===== src/sv/itr_pkg.sv =====
// Shared types, constants and symbol lookup for the radix text converter.
// No dependencies; every other file except itr_ram imports this package.
package itr_pkg;

  localparam int VALUE_BITS_DEF = 32;
  localparam int MAX_RADIX      = 16;
  localparam int CFG_IDX_W      = 2;
  localparam int CFG_DATA_W     = 64;

  localparam logic [7:0] SIGN_MINUS = 8'h2D;
  localparam logic [7:0] SIGN_PLUS  = 8'h2B;

  typedef enum logic [CFG_IDX_W-1:0] {
    REG_RADIX_SIZE   = 2'd0,
    REG_SYMBOLS_LOW  = 2'd1,
    REG_SYMBOLS_HIGH = 2'd2
  } reg_idx_t;

  typedef enum logic [2:0] {
    S_IDLE,
    S_CHECK,
    S_DIV,
    S_SIGN,
    S_RD,
    S_OUT,
    S_ERR
  } state_t;

  // Result of the symbol set check: done pulses once, ok qualifies it.
  typedef struct packed {
    logic done;
    logic ok;
  } chk_res_t;

  function automatic logic [7:0] sym_of(input logic [63:0] lo, input logic [63:0] hi,
                                        input logic [3:0] d);
    logic [63:0] w;
    w = d[3] ? hi : lo;
    return w[{d[2:0], 3'b000} +: 8];
  endfunction

endpackage


===== src/sv/itr_ram.sv =====
// Generic single-port-write, single-port-read RAM with registered read data.
// Depends on nothing.
module itr_ram #(
  parameter int WIDTH = 4,
  parameter int DEPTH = 32
) (
  input  logic                     clk,
  input  logic                     wr_en,
  input  logic [$clog2(DEPTH)-1:0] wr_addr,
  input  logic [WIDTH-1:0]         wr_data,
  input  logic [$clog2(DEPTH)-1:0] rd_addr,
  output logic [WIDTH-1:0]         rd_data
);

  logic [WIDTH-1:0] mem_r [DEPTH];
  logic [WIDTH-1:0] rd_data_r;

  always_ff @(posedge clk) begin
    if (wr_en) begin
      mem_r[wr_addr] <= wr_data;
    end
    rd_data_r <= mem_r[rd_addr];
  end

  assign rd_data = rd_data_r;

endmodule


===== src/sv/itr_div.sv =====
// Bit-serial restoring divider: one quotient bit per cycle, divisor up to 16.
// Depends on itr_pkg for the default width.
module itr_div #(
  parameter int W = itr_pkg::VALUE_BITS_DEF
) (
  input  logic         clk,
  input  logic         rst_n,
  input  logic         start,
  input  logic [W-1:0] dividend,
  input  logic [4:0]   radix,
  output logic         done,
  output logic [W-1:0] quot,
  output logic [3:0]   rem
);
  import itr_pkg::*;

  localparam int CW = $clog2(W);

  logic          busy_r, busy_nxt;
  logic          done_r, done_nxt;
  logic [CW-1:0] cnt_r, cnt_nxt;
  logic [W-1:0]  q_r, q_nxt;
  logic [3:0]    rem_r, rem_nxt;
  logic [4:0]    trial;
  logic [4:0]    diff;
  logic          fits;

  // Bring down the next dividend bit and subtract the radix when it fits.
  assign trial = {rem_r, q_r[W-1]};
  assign fits  = (trial >= radix);
  assign diff  = trial - radix;

  always_comb begin
    busy_nxt = busy_r;
    done_nxt = 1'b0;
    cnt_nxt  = cnt_r;
    q_nxt    = q_r;
    rem_nxt  = rem_r;
    if (start) begin
      busy_nxt = 1'b1;
      cnt_nxt  = '0;
      q_nxt    = dividend;
      rem_nxt  = '0;
    end else if (busy_r) begin
      q_nxt   = {q_r[W-2:0], fits};
      rem_nxt = fits ? diff[3:0] : trial[3:0];
      cnt_nxt = cnt_r + 1'b1;
      if (cnt_r == CW'(W - 1)) begin
        busy_nxt = 1'b0;
        done_nxt = 1'b1;
      end
    end
  end

  always_ff @(posedge clk) begin
    if (!rst_n) begin
      busy_r <= 1'b0;
      done_r <= 1'b0;
      cnt_r  <= '0;
    end else begin
      busy_r <= busy_nxt;
      done_r <= done_nxt;
      cnt_r  <= cnt_nxt;
    end
    q_r   <= q_nxt;
    rem_r <= rem_nxt;
  end

  assign done = done_r;
  assign quot = q_r;
  assign rem  = rem_r;

endmodule


===== src/sv/itr_check.sv =====
// Symbol set checker: walks the symbols in use one per cycle, rejecting a
// bad radix, a sign or zero byte, or a duplicate. Depends on itr_pkg.
module itr_check (
  input  logic               clk,
  input  logic               rst_n,
  input  logic               start,
  input  logic [4:0]         radix_size,
  input  logic [63:0]        sym_lo,
  input  logic [63:0]        sym_hi,
  output itr_pkg::chk_res_t  res
);
  import itr_pkg::*;

  logic       run_r, run_nxt;
  logic [3:0] idx_r, idx_nxt;
  chk_res_t   res_r, res_nxt;
  logic [7:0] cur_sym;
  logic       bad_sym;
  logic       dup;
  logic       range_bad;
  logic       last_idx;

  assign cur_sym   = sym_of(sym_lo, sym_hi, idx_r);
  assign bad_sym   = (cur_sym == 8'h00) || (cur_sym == SIGN_MINUS) || (cur_sym == SIGN_PLUS);
  assign range_bad = (radix_size < 5'd2) || (radix_size > 5'(MAX_RADIX));
  assign last_idx  = (({1'b0, idx_r} + 5'd1) == radix_size);

  // Compare the current symbol against every later symbol in use.
  always_comb begin
    dup = 1'b0;
    for (int b = 0; b < 16; b++) begin
      if ((b > int'(idx_r)) && (b < int'(radix_size)) &&
          (sym_of(sym_lo, sym_hi, 4'(b)) == cur_sym)) begin
        dup = 1'b1;
      end
    end
  end

  always_comb begin
    run_nxt = run_r;
    idx_nxt = idx_r;
    res_nxt = '0;
    if (start) begin
      if (range_bad) begin
        run_nxt = 1'b0;
        res_nxt = '{done: 1'b1, ok: 1'b0};
      end else begin
        run_nxt = 1'b1;
        idx_nxt = '0;
      end
    end else if (run_r) begin
      if (bad_sym || dup) begin
        run_nxt = 1'b0;
        res_nxt = '{done: 1'b1, ok: 1'b0};
      end else if (last_idx) begin
        run_nxt = 1'b0;
        res_nxt = '{done: 1'b1, ok: 1'b1};
      end else begin
        idx_nxt = idx_r + 1'b1;
      end
    end
  end

  always_ff @(posedge clk) begin
    if (!rst_n) begin
      run_r <= 1'b0;
      idx_r <= '0;
      res_r <= '0;
    end else begin
      run_r <= run_nxt;
      idx_r <= idx_nxt;
      res_r <= res_nxt;
    end
  end

  assign res = res_r;

endmodule


===== src/sv/integer_to_radix_text.sv =====
// Converts a signed integer (low VALUE_BITS bits of in_value) to text in the
// radix set by radix_size, one character per output request, most significant
// first, with a leading '-' when negative and last_char on the final one. A
// rejected symbol set gives a single request with radix_invalid set. One number
// is handled at a time. The bit-serial divider produces each digit, least
// significant first, into the digit RAM, which is read back from the top; its
// registered read puts a read state before each digit character.
// Depends on itr_pkg, itr_check, itr_div and itr_ram.
module integer_to_radix_text #(
  parameter int VALUE_BITS = itr_pkg::VALUE_BITS_DEF
) (
  input  logic                               clk,
  input  logic                               rst_n,
  input  logic                               in_valid,
  output logic                               in_ready,
  input  logic signed [31:0]                 in_value,
  output logic                               out_valid,
  input  logic                               out_ready,
  output logic [7:0]                         out_char_out,
  output logic                               out_last_char,
  output logic                               out_radix_invalid,
  input  logic                               cfg_wr_en,
  input  logic [itr_pkg::CFG_IDX_W-1:0]      cfg_index,
  input  logic [itr_pkg::CFG_DATA_W-1:0]     cfg_data
);
  import itr_pkg::*;

  localparam int AW = $clog2(VALUE_BITS);
  localparam int CW = $clog2(VALUE_BITS + 1);

  state_t state_r, state_nxt;

  logic [4:0]            radix_size_r;
  logic [63:0]           sym_lo_r;
  logic [63:0]           sym_hi_r;

  logic [VALUE_BITS-1:0] mag_r, mag_nxt;
  logic                  neg_r, neg_nxt;
  logic [CW-1:0]         cnt_r, cnt_nxt;
  logic [AW-1:0]         rd_idx_r, rd_idx_nxt;

  logic                  out_valid_r, out_valid_nxt;
  logic [7:0]            out_char_r, out_char_nxt;
  logic                  out_last_r, out_last_nxt;
  logic                  out_err_r, out_err_nxt;

  logic [VALUE_BITS-1:0] v_bits;
  logic [VALUE_BITS-1:0] v_mag;
  logic                  accept;
  logic                  slot_free;
  logic                  out_load;
  logic [7:0]            ld_char;
  logic                  ld_last;
  logic                  ld_err;

  chk_res_t              chk_res;
  logic                  div_start;
  logic                  div_done;
  logic [VALUE_BITS-1:0] div_dividend;
  logic [VALUE_BITS-1:0] div_quot;
  logic [3:0]            div_rem;
  logic                  ram_we;
  logic [3:0]            ram_rd_data;

  // Configuration registers.
  always_ff @(posedge clk) begin
    if (!rst_n) begin
      radix_size_r <= '0;
      sym_lo_r     <= '0;
      sym_hi_r     <= '0;
    end else if (cfg_wr_en) begin
      case (cfg_index)
        REG_RADIX_SIZE:   radix_size_r <= cfg_data[4:0];
        REG_SYMBOLS_LOW:  sym_lo_r     <= cfg_data;
        REG_SYMBOLS_HIGH: sym_hi_r     <= cfg_data;
        default: ;
      endcase
    end
  end

  assign v_bits    = in_value[VALUE_BITS-1:0];
  assign v_mag     = v_bits[VALUE_BITS-1] ? (~v_bits + 1'b1) : v_bits;
  assign in_ready  = (state_r == S_IDLE);
  assign accept    = in_valid && in_ready;
  assign slot_free = !out_valid_r || out_ready;

  assign div_dividend = (state_r == S_CHECK) ? mag_r : div_quot;

  itr_check u_check (
    .clk        (clk),
    .rst_n      (rst_n),
    .start      (accept),
    .radix_size (radix_size_r),
    .sym_lo     (sym_lo_r),
    .sym_hi     (sym_hi_r),
    .res        (chk_res)
  );

  itr_div #(
    .W (VALUE_BITS)
  ) u_div (
    .clk      (clk),
    .rst_n    (rst_n),
    .start    (div_start),
    .dividend (div_dividend),
    .radix    (radix_size_r),
    .done     (div_done),
    .quot     (div_quot),
    .rem      (div_rem)
  );

  itr_ram #(
    .WIDTH (4),
    .DEPTH (VALUE_BITS)
  ) u_digits (
    .clk     (clk),
    .wr_en   (ram_we),
    .wr_addr (cnt_r[AW-1:0]),
    .wr_data (div_rem),
    .rd_addr (rd_idx_r),
    .rd_data (ram_rd_data)
  );

  // Next state.
  always_comb begin
    state_nxt = state_r;
    case (state_r)
      S_IDLE: begin
        if (accept) state_nxt = S_CHECK;
      end
      S_CHECK: begin
        if (chk_res.done) state_nxt = chk_res.ok ? S_DIV : S_ERR;
      end
      S_DIV: begin
        if (div_done && (div_quot == '0)) state_nxt = neg_r ? S_SIGN : S_RD;
      end
      S_SIGN: begin
        if (slot_free) state_nxt = S_RD;
      end
      S_RD: begin
        state_nxt = S_OUT;
      end
      S_OUT: begin
        if (slot_free) state_nxt = (rd_idx_r == '0) ? S_IDLE : S_RD;
      end
      S_ERR: begin
        if (slot_free) state_nxt = S_IDLE;
      end
      default: state_nxt = S_IDLE;
    endcase
  end

  // Datapath control.
  always_comb begin
    mag_nxt    = mag_r;
    neg_nxt    = neg_r;
    cnt_nxt    = cnt_r;
    rd_idx_nxt = rd_idx_r;
    div_start  = 1'b0;
    ram_we     = 1'b0;
    out_load   = 1'b0;
    ld_char    = 8'h00;
    ld_last    = 1'b0;
    ld_err     = 1'b0;
    case (state_r)
      S_IDLE: begin
        if (accept) begin
          neg_nxt = v_bits[VALUE_BITS-1];
          mag_nxt = v_mag;
        end
      end
      S_CHECK: begin
        if (chk_res.done && chk_res.ok) begin
          div_start = 1'b1;
          cnt_nxt   = '0;
        end
      end
      S_DIV: begin
        if (div_done) begin
          ram_we  = 1'b1;
          cnt_nxt = cnt_r + 1'b1;
          // Keep dividing until the quotient runs out, then read back from the top.
          if (div_quot != '0) begin
            div_start = 1'b1;
          end else begin
            rd_idx_nxt = cnt_r[AW-1:0];
          end
        end
      end
      S_SIGN: begin
        if (slot_free) begin
          out_load = 1'b1;
          ld_char  = SIGN_MINUS;
        end
      end
      S_OUT: begin
        if (slot_free) begin
          out_load = 1'b1;
          ld_char  = sym_of(sym_lo_r, sym_hi_r, ram_rd_data);
          ld_last  = (rd_idx_r == '0);
          if (rd_idx_r != '0) rd_idx_nxt = rd_idx_r - 1'b1;
        end
      end
      S_ERR: begin
        if (slot_free) begin
          out_load = 1'b1;
          ld_last  = 1'b1;
          ld_err   = 1'b1;
        end
      end
      default: ;
    endcase
  end

  // Output register: hold the request until taken.
  always_comb begin
    out_valid_nxt = out_valid_r;
    out_char_nxt  = out_char_r;
    out_last_nxt  = out_last_r;
    out_err_nxt   = out_err_r;
    if (out_load) begin
      out_valid_nxt = 1'b1;
      out_char_nxt  = ld_char;
      out_last_nxt  = ld_last;
      out_err_nxt   = ld_err;
    end else if (out_ready) begin
      out_valid_nxt = 1'b0;
    end
  end

  always_ff @(posedge clk) begin
    if (!rst_n) begin
      state_r     <= S_IDLE;
      out_valid_r <= 1'b0;
      neg_r       <= 1'b0;
      mag_r       <= '0;
      cnt_r       <= '0;
      rd_idx_r    <= '0;
    end else begin
      state_r     <= state_nxt;
      out_valid_r <= out_valid_nxt;
      neg_r       <= neg_nxt;
      mag_r       <= mag_nxt;
      cnt_r       <= cnt_nxt;
      rd_idx_r    <= rd_idx_nxt;
    end
    out_char_r <= out_char_nxt;
    out_last_r <= out_last_nxt;
    out_err_r  <= out_err_nxt;
  end

  assign out_valid         = out_valid_r;
  assign out_char_out      = out_char_r;
  assign out_last_char     = out_last_r;
  assign out_radix_invalid = out_err_r;

`ifndef ASSERT_OFF
  a_no_overwrite: assert property (@(posedge clk) disable iff (!rst_n)
    out_load |-> (!out_valid_r || out_ready))
    else $error("output request overwritten before it was taken");

  a_err_shape: assert property (@(posedge clk) disable iff (!rst_n)
    (out_valid && out_radix_invalid) |-> (out_char_out == 8'h00 && out_last_char))
    else $error("error request carries a character or lacks last_char");

  a_div_start_src: assert property (@(posedge clk) disable iff (!rst_n)
    div_start |-> (state_r == S_CHECK || state_r == S_DIV))
    else $error("divider started outside conversion");

  a_rd_in_range: assert property (@(posedge clk) disable iff (!rst_n)
    (state_r == S_OUT) |-> (rd_idx_r < cnt_r))
    else $error("digit read beyond the digits produced");
`endif

endmodule


===== config.mk =====
export PLATFORM = sky130hd
export DESIGN_NAME = integer_to_radix_text
export DESIGN_NICKNAME = d
export VERILOG_FILES = /design/src/sv/itr_pkg.sv /design/src/sv/itr_ram.sv /design/src/sv/itr_div.sv /design/src/sv/itr_check.sv /design/src/sv/integer_to_radix_text.sv
export SDC_FILE = /design/constraint.sdc
export NUM_CORES = 1
export LEC_CHECK = 0
export BUFFER_PORTS_ARGS = -buffer_cell sky130_fd_sc_hd__buf_2
export CAP_MARGIN = 30
export CORE_ASPECT_RATIO = 0.75
export CORE_MARGIN = 3
export CORE_UTILIZATION = 50
export CTS_BUF_LIST = sky130_fd_sc_hd__clkbuf_8 sky130_fd_sc_hd__clkbuf_16
export CTS_CLUSTER_SIZE = 40
export DETAILED_ROUTE_END_ITERATION = 16
export PLACE_DENSITY = 0.68
export SLEW_MARGIN = 5
export SYNTH_ARGS = -nofsm -noshare
export SYNTH_HDL_FRONTEND = slang
export SYNTH_SLANG_ARGS = --single-unit
export TNS_END_PERCENT = 30

===== constraint.sdc =====
create_clock -name clk -period 4 [get_ports clk]
set_input_delay 0.8 -clock clk [delete_from_list [all_inputs] [get_ports clk]]
set_output_delay 0.8 -clock clk [all_outputs]
set_load 0.02 [all_outputs]

==> key figures, run 1 <==
Outcome
  • Status: completed

Timing
  • Final setup viols: 0
  • Hold slack: 0.458 ns
  • Clock Skew: roughly 0.023 ns
  • Fin. max-slew vios: 0
  • Rel. slew slack: 43.4%
  • Final period util: 98.2%
  • Setup TNS: 0 ns
  • Final Hold Fails: 0
  • Measured slew at the worst slew-check pin: about 0.85 ns
  • Fmax: 255 MHz
  • RSZ-0062 raised after global routing: no
  • Minimum clock period: 3.93 ns

Floorplanning
  • Chip width: 239 um
  • Die Height: between 150 and 200 um
  • Full die area: 0.0433 mm^2
  • Number of top-level pins: around 120
  • Core area: 0.0399 mm^2
  • Row count: 63
  • Starting Density: 51.2%

Power
  • Total power: 9.43 mW
  • IR drop worst, VDD: 0.000270 V
  • Leakage: 8.55 nW
  • Pwr dens: 397 mW/mm^2

Routing
  • Total length of routed met3 wires: a little over 9000 um
  • Initial DRT Pass Iterations: 6
  • Met2 Wirelength: between 20000 and 30000 um
  • DR iter-0 viols: 2282
  • Met1 wire length: 35500 um
  • Total Routed Length: 75700 um
  • Wire per inst: 26.6 um
  • Post-route DRC: 0
  • Post-route antenna net violation count: 0
  • Top Layer Used: met5
  • Routed vias/inst: around 6.3
  • Vias post-DR: around 18000

Global routing
  • Largest net degree at the start of global routing: 82
  • First-pass GRT wire length: about 110000 um
  • Antenna violations before repair: 1
  • Total gr overflow: 0
  • Vias in the first global route: 16800
  • Total track usage: 34.7%

Clocking
  • H-tree depth: 2
  • Clock buffer count from CTS: 37
  • Post-CTS setup buffers: 0
  • CTS sink count: 372
  • Clock Pin Slew Worst Setup and Hold Paths: 0.06 ns
  • CTS Root Buffer Type: clkbuf_16
  • Clock Path Buffers: 3
  • Worst skew pair latency: 0.56 ns
  • CTS tree: built

Cells and area
  • Layout cells sized above 1: 21.5%
  • Area of the multi-input gates: about 0.011 mm^2
  • Final #Nets: about 2400
  • Register area: 0.00916 mm^2
  • P&R area growth vs syn: 16.5%
  • Post-route cell area: about 0.024 mm^2
  • Post-layout util: 59.6%
  • # fillers: 3398

Setup path
  • Slowest stage cell, crit path: or4b_1
  • Critical Path End Type: register
  • Worst Setup Start Kind: register
  • CP arrival: 4.37 ns
  • WP data required: 4.44 ns
  • Worst r2r src: u_check.idx_r[0]
  • Crit path cell chain: mux2i_2, mux4_2, or2_1, buf_4, a21boi_0, o22ai_1, nor4_1, a311oi_1, buf_4, nand4_2, or4b_1, o221a_1
  • Most used cell, CP: buf_4
  • R2R Setup Slk: between 0.07 and 0.08 ns
  • Worst reg2reg path depth: 12
  • Crit Path Max Fanout: 9
  • CP max stage delay: 0.60 ns
  • Worst flop-to-flop path endpoint: u_check.res[1]
  • Crit path kind: reg2reg

Synthesis
  • Post-synthesis register bit count: 372
  • Unique masters post-synth: 90
  • Cell count after synthesis: 2100
  • Synth warn: 0
  • EDFF count, synth: 170
  • Syn avg cell area: 9.73 um^2
  • Register area share after synthesis: 44.8%
  • FFs w/ async S/R, synth: 0%
  • Mapped cell area: 0.0204 mm^2
  • Most common flop cell mapped by yosys: dfxtp_1
  • Synthesized Nets: 2221

Placement
  • Hpwl dp: 57900 um
  • I/O Buffers: 114
  • Gpl congestion: 1.15
  • Placed instance area: 0.0225 mm^2

Min path
  • Hold Startpoint: mag_r[28]
  • Hold Crit Class: reg2reg
  • Hold path depth: 2
  • WHS Endpoint: mag_r[28]

Flow run
  • MaxCap Viol Count: 0
==> layout by cell type, fill, tap and decap left out, drive strengths merged, types with 21 or more instances in the layout <==
cell type	count
a211oi	33
nand2	437
xor2	48
o21ai	61
inv	34
dfxtp	202
o22ai	21
xnor2	52
mux2i	50
nor2	131
buf	292
mux4	84
nor3	47
a21oi	200
mux2	29
nand3	43
clkbuf	43
edfxtp	170
or3	22
==> worst max path at each step <==
stage / start / depth (start not counted) / slack, ns / end
2_1_floorplan: u_check.idx_r[0] / 12 / 0.64 / u_check.res[1]
3_3_place_gp: u_check.idx_r[0] / 10 / 0.08 / u_check.idx_r[3]
3_5_place_dp: u_check.idx_r[0] / 12 / 0.07 / u_check.res[1]
4_1_cts: u_check.idx_r[0] / 12 / 0.07 / u_check.res[1]
5_1_grt: u_check.idx_r[0] / 13 / 0.01 / u_check.res[1]
6_report: u_check.idx_r[0] / 12 / 0.07 / u_check.res[1]
==> cells in the mapped netlist (all sizes together), types with 29 or more instances <==
cell,count,area [um^2]
edfxtp,170,5100
a211oi,33,253
clkbuf,96,360
a21oi,200,1020
mux4,84,1890
nand3,43,215
dfxtp,202,4040
o21ai,61,305
nor2,131,522
mux2i,50,500
buf,39,231
xnor2,52,455
nand2,437,1640
nor3,47,255
mux2,29,327
xor2,48,420
==> logic make-up (layout without fill, tap and decap cells) <==
kind of cell	after synthesis	in the layout	synth area share [%]
AOI/OAI and AO/OA	473	473	15.0
xor gates and xnor gates	100	100	4.29
adders and majority gates	18	18	1.14
buffers and inverters	163	385	3.41
DFF	372	372	44.8
muxes	163	163	13.3
other	0	1	0
and+or+nand+nor	811	811	18.0
==> per-stage QoR <==
| step | instances | setup WS [ns] |
|---|---|---|
| 2_1_floorplan | 2100 | 0.639 |
| 3_3_place_gp | 2776 | 0.0791 |
| 3_5_place_dp | 2777 | 0.0703 |
| 4_1_cts | 2842 | 0.0733 |
| 5_1_grt | 2842 | 0.0112 |
| 6_report | 2843 | 0.0738 |
==> where the power goes <==
| group | internal (mW) | leakage [nW] | switching (mW) |
|---|---|---|---|
| sequential | 4.22 | 3.18 | 0.186 |
| clock | 2.09 | 0.638 | 1.52 |
| combinational | 0.517 | 4.73 | 0.897 |
| total | 6.83 | 8.55 | 2.61 |
==> registers in the layout, summed over array words and instances, names as in the netlist, 5 cells and up <==
signal,count
u_digits.mem_r,128
sym_hi_r,64
sym_lo_r,64
mag_r,32
u_div.quot,32
out_char_out,8
cnt_r,5
radix_size_r,5
rd_idx_r,5
u_div.cnt_r,5
==> worst max-delay path, delay by kind of cell, from the launching register on <==
kind	cells	cell delay, ns
muxes	2	1.08
and+or+nand+nor	4	1.05
DFF	1	0.50
buffers and inverters	2	0.32
AOI/OAI and AO/OA	4	0.86
==> layout make-up <==
cell class,count,area share [%]
Antenna cell,1,0.0105
Clock buffer,43,4.29
Clock inverter,22,0.978
Inverter,28,0.452
Multi-Input combinational cell,1565,44.6
Sequential cell,372,38.5
Tap cell,520,2.73
Timing Repair Buffer,292,8.47
==> layer usage <==
layer  global-route usage, %  vias up
met5                       0        -
met4                    8.29        2
met2                    45.3      913
met3                    12.1      107
li1                        -     8137
met1                    54.1     8823
==> what timing repair did <==
action,in CTS,in global routing
endpoints found under the hold margin,0,0
gates resized for setup,0,5
hold buffers,0,0
endpoints found under the setup margin,0,7
Note: power is estimated with default switching activity, not from simulation.
==> inputs of run 2 (changes only) <==
--- a/config.mk
+++ b/config.mk
@@ -8,7 +8,7 @@
 export BUFFER_PORTS_ARGS = -buffer_cell sky130_fd_sc_hd__buf_2
 export CAP_MARGIN = 30
 export CORE_ASPECT_RATIO = 0.75
-export CORE_MARGIN = 3
+export CORE_MARGIN = 8
 export CORE_UTILIZATION = 50
 export CTS_BUF_LIST = sky130_fd_sc_hd__clkbuf_8 sky130_fd_sc_hd__clkbuf_16
 export CTS_CLUSTER_SIZE = 40
==> run 2 against run 1 <==
Effect of this change: the run now ends with negative setup slack left; combinational power up 4%; fmax down 3.1%; worst setup slack worse by 0.13 ns; largest cell class unchanged.
==> key figures, run 2 (same netlist as run 1, synthesis figures left out) <==
Routing
  • Total Routed Length: 80300 um
  • Vias post-DR: 18500
  • Post-route antenna net violation count: 0
  • DR iter-0 viols: 2437
  • Wire per inst: 27.4 um
  • Initial DRT Pass Iterations: 6
  • Post-route DRC: 0
  • Routed vias/inst: 6.33

Global routing
  • Total track usage: about 33%
  • First-pass GRT wire length: 117000 um
  • Vias in the first global route: 17300
  • Total gr overflow: 0
  • Largest net degree at the start of global routing: 71
  • Antenna violations before repair: 4

Setup path
  • WP data required: about 4.5 ns
  • Critical Path End Type: register
  • Crit Path Max Fanout: 9
  • Worst reg2reg path depth: 13
  • Crit path kind: reg2reg
  • Worst Setup Start Kind: register
  • CP arrival: 4.52 ns
  • Worst flop-to-flop path endpoint: u_check.idx_r[3]
  • Worst r2r src: u_check.idx_r[3]
  • R2R Setup Slk: -0.05 ns

Floorplanning
  • Die Height: 191 um
  • Core area: 0.0405 mm^2
  • Chip width: ~250 um
  • Row count: 64
  • Full die area: 0.0476 mm^2
  • Starting Density: 50.4%
  • Number of top-level pins: 115

Power
  • IR drop worst, VDD: 0.000349 V
  • Pwr dens: 388 mW/mm^2
  • Leakage: 8.91 nW
  • Total power: between 9 and 10 mW

Clocking
  • Clock Pin Slew Worst Setup and Hold Paths: 0.07 ns
  • CTS Root Buffer Type: clkbuf_16
  • CTS sink count: approximately 370
  • Post-CTS setup buffers: 0
  • H-tree depth: 2
  • Clock Path Buffers: 3
  • Worst skew pair latency: 0.55 ns
  • CTS tree: built
  • Clock buffer count from CTS: 38

Timing
  • Measured slew at the worst slew-check pin: 0.850 ns
  • Fmax: roughly 250 MHz
  • Fin. max-slew vios: 0
  • Rel. slew slack: 43.3%
  • RSZ-0062 raised after global routing: no
  • Final period util: 101%
  • Final setup viols: 3
  • Final worst setup slack: -0.0520 ns
  • Clock Skew: 0.0198 ns
  • Final Hold Fails: 0
  • Minimum clock period: 4.05 ns

Placement
  • I/O Buffers: 114
  • Gpl congestion: approximately 1.1
  • Hpwl dp: 61700 um
  • Cell Count Post-Placement: 2859

Min path
  • WHS Endpoint: mag_r[17]
  • Hold Startpoint: mag_r[17]
  • Hold Crit Class: reg2reg
  • Hold path depth: 2

Cells and area
  • Area of the multi-input gates: 0.0106 mm^2
  • Final #Nets: 2492
  • Commonest non-fill, non-tap cells in the layout: nand2_1 (436), buf_4 (243), dfxtp_1 (198)
  • Register area: 0.00916 mm^2
  • P&R area growth vs syn: 19.0%
  • Largest Register: u_digits.mem_r
  • Most common cell after layout, fill and taps aside: nand2_1
  • # fillers: approximately 3400
  • Top flop regs: u_digits.mem_r: 128 flops, sym_hi_r: 64 flops, sym_lo_r: 64 flops
  • Number of flip-flops under the largest register name: approximately 130
  • Layout cells sized above 1: 24.0%
  • Final Instance Count excl. Fillers: 2927

Outcome
  • Status: complete, but fails checks
  • Failing checks: negative setup slack

Flow run
  • MaxCap Viol Count: 0
run 2: cell count changes in the layout (fill, tap and decap cells not counted), sizes merged:
cell,change
clkbuf,-2
inv,-2
clkinvlp,-1
clkinv,+8
bufinv,-1
buf,+74
run 2: worst max-delay path by stage:
| stage | from | to | cells after the start |
|---|---|---|---|
| after global routing | u_check.idx_r[3] | u_check.res[1] | 13 |
| after global placement | u_check.idx_r[1] | u_check.idx_r[3] | 14 |
| final | u_check.idx_r[3] | u_check.idx_r[3] | 13 |
| after detailed placement | u_check.idx_r[1] | u_check.res[1] | 11 |
| after floorplan | u_check.idx_r[0] | u_check.res[1] | 12 |
| after CTS | u_check.idx_r[1] | u_check.idx_r[3] | 13 |
run 2: timing repair:
| action | 4_1_cts | 5_1_grt |
|---|---|---|
| endpoints found under the setup margin | 1 | 6 |
| hold buffers | 0 | 0 |
| resized for setup | 1 | 2 |
run 2: report_power, final:
part	internal [mW]	leakage (nW)	total, mW	switching (mW)
sequential	4.22	3.18	4.39	0.171
combinational	0.531	5.09	1.47	0.934
clock	2.02	0.631	3.57	1.55
total	6.77	8.91	9.42	2.65
run 2: layout make-up:
| class | instances | area share [%] |
|---|---|---|
| Clock buffer | 41 | 4.13 |
| Timing Repair Buffer | 366 | 10.5 |
| Inverter | 28 | 0.443 |
| Antenna cell | 1 | 0.0103 |
| Multi-Input combinational cell | 1565 | 43.6 |
| Sequential cell | 372 | 37.7 |
| Clock inverter | 26 | 0.911 |
| Tap cell | 528 | 2.72 |
run 2: per-layer routing:
metal,vias to the layer above,GRT usage (%),part of all wire (%)
li1,8291,-,-
met1,9065,50.2,46
met2,1035,44.1,39
met3,118,10.9,13
met4,6,6.72,2.0
met5,-,0,0.045
run 2: critical path: stages, from the launching register on:
cell and delay, ns:
dfxtp_1 0.58, buf_4 0.20, and2_1 0.39, a22oi_2 0.28, buf_4 0.22, a21o_1 0.18, a2111oi_0 0.69, buf_4 0.27
o211ai_1 0.11, nor4_1 0.44, a21oi_2 0.10, nand4_2 0.16, o211ai_1 0.12, a31oi_1 0.22
run 2: stage by stage:
step           util [%]  TNS (ns)  hold slack [ns]  area (um^2)  setup slack [ns]
2_1_floorplan         -         0            0.432        20400             0.639
3_3_place_gp       56.9   -0.0445            0.445        23100           -0.0445
3_5_place_dp       56.9         0            0.447        23100           0.00189
4_1_cts            60.0         0            0.469        24300            0.0291
5_1_grt            60.0         0            0.492        24300            0.0318
6_report           60.0    -0.107            0.470        24300           -0.0520
==> inputs of run 3 (changes only) <==
--- a/config.mk
+++ b/config.mk
@@ -17,5 +17,6 @@
 export SLEW_MARGIN = 5
 export SYNTH_ARGS = -nofsm -noshare
 export SYNTH_HDL_FRONTEND = slang
+export SYNTH_HIERARCHICAL = 1
 export SYNTH_SLANG_ARGS = --single-unit
 export TNS_END_PERCENT = 30
==> run 3 against run 2 <==
Effect of this change: critical path type unchanged; register-to-register slack improved by 0.28 ns; routed wire length decreased by 16%; combinational power is 16% lower; the run now ends clean; area after synthesis increased by 0.99%; worst hold slack got worse by 0.0056 ns; total power down 0.93%; clock-buffer cell count is 1 higher; first-iteration DRC count decreased by 17%.
==> key figures, run 3 <==
Outcome
  • Status: completed

Synthesis
  • Post-synthesis register bit count: 372
  • Unique masters post-synth: ~110
  • Ranking of synthesized cells by area: edfxtp_1 (25%), dfxtp_1 (20%), mux4_2 (10%), nand2_1 (5.7%), a21oi_1 (4.4%)
  • Synth top area share: 24.7%
  • Mapped cell area: 0.0206 mm^2
  • Most common flop cell mapped by yosys: dfxtp_1
  • Cell count after synthesis: 1969
  • Most frequent cell after synthesis: nand2_1
  • Syn avg cell area: 10.5 um^2
  • EDFF count, synth: 170
  • Synth warn: 6
  • FFs w/ async S/R, synth: 0%
  • Register area share after synthesis: 44.3%
  • Largest area contributor in the netlist: edfxtp_1
  • Top cells by count, synth: nand2_1 (313), dfxtp_1 (202), a21oi_1 (183)
  • Synthesized Nets: approximately 2100

Setup path
  • CP arrival: about 4.2 ns
  • Slowest stage cell, crit path: or4_1
  • Crit path kind: reg2reg
  • Critical Path End Type: register
  • Worst Setup Start Kind: register
  • CP max stage delay: just over 0.5 ns
  • Worst reg2reg path depth: 13
  • Most used cell, CP: buf_4
  • Crit path cell chain: buf_4, mux2i_1, o221ai_2, buf_4, a2bb2oi_4, buf_4, xor2_1, nor4_1, buf_4, a41oi_1, nand4_4, or4_1, a31oi_1
  • Crit Path Max Fanout: 25
  • WP data required: 4.46 ns

Cells and area
  • Largest Register: u_digits/mem_r
  • Number of flip-flops under the largest register name: 128
  • Commonest non-fill, non-tap cells in the layout: nand2_1 (313), dfxtp_1 (199), a21oi_1 (183)
  • Most common cell after layout, fill and taps aside: nand2_1
  • Layout cells sized above 1: 23.7%
  • Top flop regs: u_digits/mem_r: 128 flops, sym_hi_r: 64 flops, sym_lo_r: 64 flops
  • Final #Nets: around 2200
  • P&R area growth vs syn: 13.9%

Global routing
  • Antenna violations before repair: 2
  • Total track usage: 27.2%
  • First-pass GRT wire length: 101000 um
  • Largest net degree at the start of global routing: 74
  • Total gr overflow: 0
  • Vias in the first global route: 15900

Timing
  • Measured slew at the worst slew-check pin: 0.993 ns
  • Minimum clock period: 3.78 ns
  • Rel. slew slack: 32.9%
  • Final setup viols: 0
  • Fin. max-slew vios: 0
  • Fmax: 265 MHz
  • RSZ-0062 raised after global routing: no
  • Final period util: 94.4%
  • Final Hold Fails: 0
  • Setup TNS: 0 ns
  • Clock Skew: ~0.018 ns

Clocking
  • CTS Root Buffer Type: clkbuf_16
  • CTS sink count: about 370
  • CTS tree: built
  • H-tree depth: 2
  • Worst skew pair latency: 0.55 ns
  • Clock Path Buffers: 3
  • Clock buffer count from CTS: 38
  • Clock Pin Slew Worst Setup and Hold Paths: around 0.060 ns

Routing
  • Routed vias/inst: 6.40
  • Initial DRT Pass Iterations: 6
  • Wire per inst: between 20 and 30 um
  • Total Routed Length: 67700 um
  • Post-route DRC: 0
  • DR iter-0 viols: just over 2000
  • Post-route antenna net violation count: 0
  • Vias post-DR: 17000

Floorplanning
  • Row count: 64
  • Core area: a little over 0.04 mm^2
  • Full die area: between 0.04 and 0.05 mm^2
  • Chip width: 251 um
  • Die Height: 192 um
  • Number of top-level pins: roughly 120
  • Starting Density: 50.6%

Power
  • Pwr dens: 397 mW/mm^2
  • Leakage: 7.77 nW
  • IR drop worst, VDD: 0.000304 V
  • Total power: slightly above 9 mW

Flow run
  • MaxCap Viol Count: 0

Placement
  • Gpl congestion: about 1.1
  • I/O Buffers: 114
  • Hpwl dp: roughly 50000 um

Min path
  • Hold Crit Class: reg2reg
  • Hold path depth: 2
==> run 3: cell count changes after synthesis, moves of 12 or more <==
| cell | before | now |
|---|---|---|
| nand2_1 | 436 | 313 |
| mux2_2 | 17 | 70 |
| clkbuf_1 | 96 | 73 |
| nor2_1 | 125 | 108 |
| a211oi_1 | 32 | 19 |
| nand3_1 | 43 | 30 |
| nor3_1 | 43 | 30 |
| a21oi_1 | 195 | 183 |
| xnor2_1 | 52 | 64 |
| xor2_1 | 48 | 60 |
==> run 3: worst max-delay path: cells and delay by family, from the launching register on <==
kind,cells,cell delay (ns)
xor gates and xnor gates,1,0.28
DFF,1,0.39
and+or+nand+nor,3,0.83
muxes,1,0.20
AOI/OAI and AO/OA,4,1.06
buffers and inverters,4,0.91
==> run 3: layout make-up <==
class | count | area, um^2
Inverter | 34 | 130
Sequential cell | 372 | 9150
Fill cell | 3506 | 17300
Antenna cell | 2 | 5.00
Multi-Input combinational cell | 1433 | 10700
Clock inverter | 28 | 329
Clock buffer | 42 | 1030
Timing Repair Buffer | 219 | 1480
Tap cell | 528 | 661
==> run 3: logic make-up after synthesis <==
group,Yosys count,share of synthesized area (%)
AO/OA/AOI/OAI,403,12.8
buffers and inverters,164,3.86
flip-flops,372,44.3
multiplexers,232,17.5
adder cells (fa/ha/maj),16,1.01
XOR/XNOR,124,5.26
AND/OR/NAND/NOR,658,15.2
==> run 3: layer usage <==
layer  vias to the layer above  GRT usage [%]  share of wire, %
met3                        89           7.98                11
li1                       7563              -                 -
met5                         -              0                 0
met1                      8453           41.5                46
met4                         0           5.34               1.8
met2                       901           37.6                41
==> run 3: power breakdown <==
group          internal, mW  total, mW  leakage [nW]  switching (mW)
Combinational         0.511       1.23          4.16           0.719
Clock                  2.32       3.84         0.693            1.52
Sequential             4.10       4.27          2.92           0.165
==> run 3: stage by stage <==
| stage | util, % | cells | instance area (um^2) | hold slack [ns] | setup slack [ns] |
|---|---|---|---|---|---|
| 5_1_grt | 57.6 | 2656 | 23500 | 0.485 | 0.136 |
| 3_3_place_gp | 54.2 | 2583 | 22100 | 0.448 | 0.270 |
| 6_report | 57.6 | 2658 | 23500 | 0.464 | 0.223 |
| 4_1_cts | 57.5 | 2654 | 23500 | 0.472 | 0.225 |
| 3_5_place_dp | 54.2 | 2584 | 22100 | 0.448 | 0.257 |
| 2_1_floorplan | - | 1969 | 20600 | 0.433 | 0.694 |
==> run 3: path summary, 6_finish.rpt <==
path | start | to | slack [ns]
max | u_check/idx_r[0] | u_check/idx_r[3] | 0.22
min | mag_r[0] | mag_r[0] | 0.46
max reg2reg | u_check/idx_r[0] | u_check/idx_r[3] | 0.22
min reg2reg | mag_r[0] | mag_r[0] | 0.46
==> run 3: repair_timing <==
item / in CTS / in global routing
gates resized for setup: 0 / 1
buffers inserted: 0 / 0
endpoints found under the setup margin: 0 / 1
hold buffers: 0 / 0
